==> src/sv/indexed_record_list_store_macros.svh <==
// Assertion helpers for the record list store
`ifndef INDEXED_RECORD_LIST_STORE_MACROS_SVH
`define INDEXED_RECORD_LIST_STORE_MACROS_SVH

// same-cycle implication
`define IRLS_ASSERT_IMPL(label, clk, rst, ante, cons, msg) \
  label: assert property (@(posedge clk) disable iff (rst) (ante) |-> (cons)) \
    else $error(msg);

// next-cycle implication
`define IRLS_ASSERT_NEXT(label, clk, rst, ante, cons, msg) \
  label: assert property (@(posedge clk) disable iff (rst) (ante) |=> (cons)) \
    else $error(msg);

`endif

==> src/sv/irls_pkg.sv <==
package irls_pkg;

  localparam int MAX_RECORDS = 256;
  localparam int ADDR_W = (MAX_RECORDS > 1) ? $clog2(MAX_RECORDS) : 1;
  localparam int CNT_W = $clog2(MAX_RECORDS + 1);
  localparam int CMP_W = (CNT_W > 8) ? CNT_W : 8;

  typedef enum logic [1:0] {
    CMD_APPEND = 2'd0,
    CMD_READ   = 2'd1,
    CMD_DELETE = 2'd2,
    CMD_CLEAR  = 2'd3
  } cmd_t;

  typedef struct packed {
    cmd_t        cmd;
    logic [7:0]  position;
    logic [31:0] rec_time;
    logic [31:0] rec_lat_bits;
    logic [31:0] rec_lon_bits;
  } in_item_t;

  typedef struct packed {
    logic        ok;
    logic [31:0] out_time;
    logic [31:0] out_lat_bits;
    logic [31:0] out_lon_bits;
    logic [8:0]  count_now;
  } out_item_t;

  typedef enum logic [2:0] {
    ST_IDLE,
    ST_EXEC,
    ST_DEL_CHK,
    ST_DEL_WR,
    ST_RESP
  } state_t;

  typedef struct packed {
    logic cap;
    logic rd_pos;
    logic rd_next;
    logic wr_app;
    logic wr_shift;
    logic idx_load;
    logic idx_inc;
    logic cnt_inc;
    logic cnt_dec;
    logic cnt_clr;
    logic pend_set;
    logic pend_ok;
    logic pend_rd;
    logic out_load;
  } ctrl_cmd_t;

  typedef struct packed {
    cmd_t             cmd;
    logic             append_ok;
    logic             index_ok;
    logic             del_more;
    logic [CNT_W-1:0] count;
  } dp_stat_t;

endpackage

==> src/sv/irls_ctrl.sv <==
module irls_ctrl (
  input  logic                 clk,
  input  logic                 rst,
  input  logic                 in_valid,
  output logic                 in_ready,
  output logic                 out_valid,
  input  logic                 out_ready,
  input  irls_pkg::dp_stat_t   st,
  output irls_pkg::ctrl_cmd_t  cc
);

  irls_pkg::state_t state;
  irls_pkg::state_t state_next;

  always_ff @(posedge clk) begin
    if (rst) begin
      state     <= irls_pkg::ST_IDLE;
      out_valid <= 1'b0;
    end else begin
      state <= state_next;
      if (cc.out_load) begin
        out_valid <= 1'b1;
      end else if (out_ready) begin
        out_valid <= 1'b0;
      end
    end
  end

  always_comb begin
    cc         = '0;
    state_next = state;
    in_ready   = (state == irls_pkg::ST_IDLE);
    unique case (state)
      irls_pkg::ST_IDLE: begin
        if (in_valid) begin
          cc.cap     = 1'b1;
          state_next = irls_pkg::ST_EXEC;
        end
      end
      irls_pkg::ST_EXEC: begin
        cc.pend_set = 1'b1;
        state_next  = irls_pkg::ST_RESP;
        unique case (st.cmd)
          irls_pkg::CMD_APPEND: begin
            if (st.append_ok) begin
              cc.wr_app  = 1'b1;
              cc.cnt_inc = 1'b1;
              cc.pend_ok = 1'b1;
            end
          end
          irls_pkg::CMD_READ: begin
            if (st.index_ok) begin
              cc.rd_pos  = 1'b1;
              cc.pend_ok = 1'b1;
              cc.pend_rd = 1'b1;
            end
          end
          irls_pkg::CMD_DELETE: begin
            if (st.index_ok) begin
              cc.idx_load = 1'b1;
              cc.pend_ok  = 1'b1;
              state_next  = irls_pkg::ST_DEL_CHK;
            end
          end
          irls_pkg::CMD_CLEAR: begin
            cc.cnt_clr = 1'b1;
            cc.pend_ok = 1'b1;
          end
          default: begin
          end
        endcase
      end
      irls_pkg::ST_DEL_CHK: begin
        if (st.del_more) begin
          cc.rd_next = 1'b1;
          state_next = irls_pkg::ST_DEL_WR;
        end else begin
          cc.cnt_dec = 1'b1;
          state_next = irls_pkg::ST_RESP;
        end
      end
      irls_pkg::ST_DEL_WR: begin
        cc.wr_shift = 1'b1;
        cc.idx_inc  = 1'b1;
        state_next  = irls_pkg::ST_DEL_CHK;
      end
      irls_pkg::ST_RESP: begin
        if (!out_valid || out_ready) begin
          cc.out_load = 1'b1;
          state_next  = irls_pkg::ST_IDLE;
        end
      end
      default: begin
        state_next = irls_pkg::ST_IDLE;
      end
    endcase
  end

endmodule

==> config.mk <==
export PLATFORM = sky130hd
export DESIGN_NAME = irls_ctrl
export DESIGN_NICKNAME = d
export VERILOG_FILES = /design/src/sv/indexed_record_list_store_macros.svh /design/src/sv/irls_pkg.sv /design/src/sv/irls_ctrl.sv
export SDC_FILE = /design/constraint.sdc
export NUM_CORES = 1
export LEC_CHECK = 0
export ABC_AREA = 0
export BUFFER_PORTS_ARGS = -buffer_cell sky130_fd_sc_hd__buf_4
export CORE_MARGIN = 3
export CORE_UTILIZATION = 25
export CTS_BUF_LIST = sky130_fd_sc_hd__clkbuf_4 sky130_fd_sc_hd__clkbuf_8 sky130_fd_sc_hd__clkbuf_16
export DETAILED_ROUTE_END_ITERATION = 6
export PLACE_DENSITY_LB_ADDON = 0.2
export SYNTH_ARGS = -nofsm -noshare
export SYNTH_HDL_FRONTEND = slang
export SYNTH_SLANG_ARGS = --single-unit
==> constraint.sdc <==
create_clock -name clk -period 1.9 [get_ports clk]
set_input_delay 0.38 -clock clk [delete_from_list [all_inputs] [get_ports clk]]
set_output_delay 0.38 -clock clk [all_outputs]
set_load 0.01 [all_outputs]
==> results of run 1 <==
cell type report:
| class | instances | share of cell area [%] |
|---|---|---|
| Sequential cell | 4 | 13.8 |
| Timing Repair Buffer | 25 | 32.3 |
| Multi-Input combinational cell | 33 | 45.5 |
| Tap cell | 15 | 3.23 |
| Inverter | 2 | 1.29 |
| Clock buffer | 3 | 3.88 |
cell usage in the layout, fill, tap and decap left out, types with 2 or more instances in the layout:
cell and instances:
nor2_1 3, nor2b_1 2, and3_1 3, buf_4 25, ha_1 5, inv_1 2
dfxtp_1 4, nor3_1 3, and2_1 2, nand2_1 4, clkbuf_4 3
logic make-up (layout without fill, tap and decap cells):
kind of cell,Yosys count,after routing,share of synthesized area [%]
adders and majority gates,5,5,16.3
DFF,4,4,20.8
buffers and inverters,7,30,12.1
AOI/OAI and AO/OA,6,6,14.3
and+or+nand+nor,22,22,36.5
timing repair:
action / CTS / global route
hold endpoints to repair: 0 / 0
endpoints found under the setup margin: 0 / 2
gates resized for setup: 0 / 1
flip-flops by register name, indices dropped and copies added (netlist names):
name       count
out_valid      1
state          3
through the flow:
step	cells	area, um2	hold WS [ns]	worst slack [ns]	util [%]
after floorplan	44	384	0.449	0.304	-
after global placement	79	552	0.577	0.207	40.4
after detailed placement	79	552	0.577	0.201	40.4
after CTS	82	574	0.330	0.0982	42.0
after global routing	82	581	0.331	0.0136	42.5
final	82	581	0.338	0.155	42.5
path summary, 6_finish.rpt:
kind            start        to  slack (ns)
max          state[2]     cc[0]        0.15
max reg2reg  state[2]  state[2]        0.81
min reg2reg  state[0]  state[0]        0.59
min               rst  state[0]        0.34
report_power, final:
group | total [mW] | switching [mW] | internal, mW
logic | 0.0741 | 0.0334 | 0.0407
clock network | 0.104 | 0.0337 | 0.0706
registers | 0.0926 | 0.00461 | 0.0880
total | 0.271 | 0.0717 | 0.199
metal layers:
layer	vias to the layer above	wire [um]	share of wire, %	global-route usage, %
met2	15	404	48	15.0
met4	0	0	0	1.75
met1	168	369	43	11.2
met3	0	77	9.1	6.37
met5	-	0	0	0
li1	196	-	-	-
worst register-to-register path: cells and delay by family, from the launching register on:
| family | cells | cell delay, ns |
|---|---|---|
| compound gates | 1 | 0.10 |
| flops | 1 | 0.52 |
| simple gates | 2 | 0.41 |
==> impl_metrics.tcl, run 1 <==
set metrics [dict create \
    synth_area_leader_cell "dfxtp_1" \
    core_um2 1370 \
    cts_tree "built" \
    grt_max_degree 10 \
    die-area_um2 2040 \
    start_util_pct 28.1 \
    insertion_delay_ns 0.23 \
    ys_warn_count 0 \
    drt-initial-drc-count 2 \
    start_kind "flip-flop" \
    clk_pin_slew_ns 0.04 \
    setup_tns_ns 0 \
    diodes 0 \
    finalSetupViolCount 0 \
    cts_setup_buffers 0 \
    p_leak_nw 0.311 \
    yosysSeqAreaShare_pct 20.8 \
    yosysMostFrequentCell "ha_1" \
    dp_hpwl_um 716 \
    antenna_found_initial 0 \
    rsz0062_at_grt "false" \
    seq_area_um2 80.1 \
    drc_errors 0 \
    crit_buf_inv 1 \
    synth_cell_types 22 \
    synth_ff_type "dfxtp_1" \
    min_period_ns 1.75 \
    fin_nets 92 \
    endpoint_kind "output port" \
    die_y_um 45.2 \
    max_stage_delay_ns 0.52 \
    cpLargestDelayFamily "flip-flops" \
    syn_area_um2 384 \
    via_count 379 \
    tightest_slew_ns 0.349 \
    port_buffers 24 \
    holdPathStages 2 \
    cts.sinks 4 \
    status "completed" \
    synth-seq-cells 4 \
    grt_pass1_vias 351 \
    syn_nets 67 \
    post-route-period-util_pct 91.9 \
    crit_fanout 9 \
    crit_slowest_cell "dfxtp_1" \
    r2r_cells 3 \
    io_pins 34 \
    critical_path_arrival_ns 1.37 \
    synth_edf_count 0 \
    synthArstFlopShare_pct 0 \
    required_ns 1.52 \
    clock.fmax_mhz 573 \
    cts-root-buf "clkbuf_4" \
    grt_overflow_total 0 \
    skew_ns 0.00290 \
    ir_worst_vdd_mv 0.246 \
    critical_path_depth 3 \
    synth.top_cell.area_share_pct 20.8 \
    finalMaxSlewViolations 0 \
    htree_levels 1 \
    drive_gt1_share_pct 49.3 \
    cts_hold_buf 0 \
    path_class "flip-flop to output port" \
    cp_cell_sequence "nor3b_2 > nor2b_1 > buf_4" \
    netlist_instances 44 \
    final_hold_viol_count 0 \
    synthTopCellsByArea "dfxtp_1 21%, ha_1 16%, nor3b_2 6.5%" \
    cts_buffers 3 \
    drv_cap 0 \
    multiInputGateArea_um2 264 \
    area_growth_syn_to_layout_pct 51.1 \
    viasPerCell 4.62 \
    clockBufferDepth 2 \
    firstDrtPassIters 3 \
    grt_pass1_wl_um 1420 \
    gp_congestion 0.652 \
    hold_path.class "input pin to flip-flop" \
    syn_avg_cell_area_um2 8.73 \
    wirelength_um 850 \
    power_uw 271 \
    placement_rows 13 \
    synth_common_cells "5 x ha_1, 4 x dfxtp_1, 4 x nand2_1" \
    power.density_nw_per_um2 467 \
    fillers 161 \
    grt_usage_pct 9.67 \
    timing.slew.headroom_pct 76.7 \
    die_width_um 45.2 \
    wl_per_cell_um 10.4 \
    postRouteAntennaNets 0 \
]
(Power assumes the default switching activity.)
==> run 2, diff against run 1 <==
--- a/config.mk
+++ b/config.mk
@@ -12,6 +12,7 @@
 export CTS_BUF_LIST = sky130_fd_sc_hd__clkbuf_4 sky130_fd_sc_hd__clkbuf_8 sky130_fd_sc_hd__clkbuf_16
 export DETAILED_ROUTE_END_ITERATION = 6
 export PLACE_DENSITY_LB_ADDON = 0.2
+export REMOVE_ABC_BUFFERS = 1
 export SYNTH_ARGS = -nofsm -noshare
 export SYNTH_HDL_FRONTEND = slang
 export SYNTH_SLANG_ARGS = --single-unit
==> impl_metrics.tcl, run 2 (synthesis gave the netlist of run 1 again) <==
set metrics [dict create \
    place_worst_setup_slack_ns 0.218 \
    min_period_ns 1.74 \
    cpLargestDelayFamily "simple AND/OR/NAND/NOR gates" \
    max_stage_delay_ns 0.40 \
    tightest_slew_ns 0.355 \
    rsz0062_at_grt "false" \
    clk_pin_slew_ns 0.04 \
    ir_worst_vdd_mv 0.202 \
    status "completed" \
    grt_max_degree 10 \
    finalSetupViolCount 0 \
    clockBufferDepth 2 \
    core_um2 1370 \
    wirelength_um 937 \
    drive_gt1_share_pct 50.7 \
    crit_buf_inv 1 \
    setup_tns_ns 0 \
    required_ns 1.52 \
    drt-initial-drc-count 5 \
    critical_path_arrival_ns 1.36 \
    finalWorstSetupSlack_ns 0.163 \
    reg.largest.list "state: 3 flops, out_valid: 1 flops" \
    cp_cell_sequence "nor3b_4 > and3_1 > buf_4" \
    diodes 0 \
    antenna_found_initial 0 \
    crit_fanout 8 \
    largest_register "state" \
    die_width_um 45.2 \
    via_count 378 \
    largest_register_ffs 3 \
    crit_slowest_cell "dfxtp_1" \
    postRouteAntennaNets 0 \
    fin_nets 92 \
    grt_usage_pct 9.90 \
    post-route-period-util_pct 91.4 \
    clock.fmax_mhz 576 \
    timing.slew.headroom_pct 76.3 \
    skew_ns 0.00157 \
    cts.sinks 4 \
    io_pins 34 \
    grt_pass1_vias 338 \
    mostFrequentLayoutCell "buf_4" \
    firstDrtPassIters 3 \
    grt_pass1_wl_um 1440 \
    cts_hold_buf 0 \
    path_class "flip-flop to output port" \
    area_growth_syn_to_layout_pct 51.5 \
    port_buffers 24 \
    endpoint_kind "output port" \
    start_util_pct 28.1 \
    drv_cap 0 \
    post_dp_cell_area_um2 552 \
    drc_errors 0 \
    cts_buffers 3 \
    start_kind "flip-flop" \
    die_y_um 45.2 \
    power.density_nw_per_um2 469 \
    insertion_delay_ns 0.23 \
    layout_common_cells "25 x buf_4, 5 x ha_1, 4 x nand2_1" \
    finalInstanceArea_um2 582 \
    cts-root-buf "clkbuf_4" \
    die-area_um2 2040 \
    gp_congestion 0.654 \
    viasPerCell 4.61 \
    final_hold_viol_count 0 \
    wl_per_cell_um 11.4 \
    placement_rows 13 \
    grt_overflow_total 0 \
    finalMaxSlewViolations 0 \
    hold_path.class "input pin to flip-flop" \
    post-route-util_pct 42.6 \
    cts_tree "built" \
    p_leak_nw 0.311 \
    htree_levels 1 \
]
[run 2: layout make-up]
| cell class | count | area (um2) |
|---|---|---|
| multi-input combinational | 33 | 264 |
| sequential | 4 | 81.3 |
| tap | 15 | 18.8 |
| timing repair buffer | 25 | 188 |
| clock buffer | 3 | 22.5 |
| fill | 143 | 785 |
| inverter | 2 | 7.51 |
[run 2: power by group]
group | total (mW) | switching [mW] | leakage (nW) | internal [mW]
sequential | 0.0931 | 0.00496 | 0.0331 | 0.0882
combinational | 0.0745 | 0.0335 | 0.264 | 0.0410
clock | 0.105 | 0.0348 | 0.0138 | 0.0707
total | 0.273 | 0.0732 | 0.311 | 0.200
[run 2: timing repair]
action | in CTS | in global routing
endpoints found under the setup margin | 0 | 4
resized for setup | 0 | 2
setup buffers | 0 | 0
[run 2: routing by layer]
metal	vias up	GRT usage, %	wire, um
met5	-	0	0
met4	0	7.02	0
met3	0	2.79	37
met2	10	16.4	528
met1	171	10.7	371
li1	197	-	-
[run 2: path summary, 6_finish.rpt]
check           start  endpoint  slack, ns  depth (start not counted)
max          state[1]     cc[6]       0.16                          3
max reg2reg  state[1]  state[0]       0.78                          2
min reg2reg  state[2]  state[0]       0.56                          1
min               rst  state[2]       0.33                          2
[run 2: metrics by stage]
stage	cells	hold WS (ns)	power [mW]
2_1_floorplan	39	0.449	0.127
3_3_place_gp	79	0.568	0.168
3_5_place_dp	79	0.568	0.168
4_1_cts	82	0.337	0.274
5_1_grt	82	0.330	0.298
6_report	82	0.335	0.273
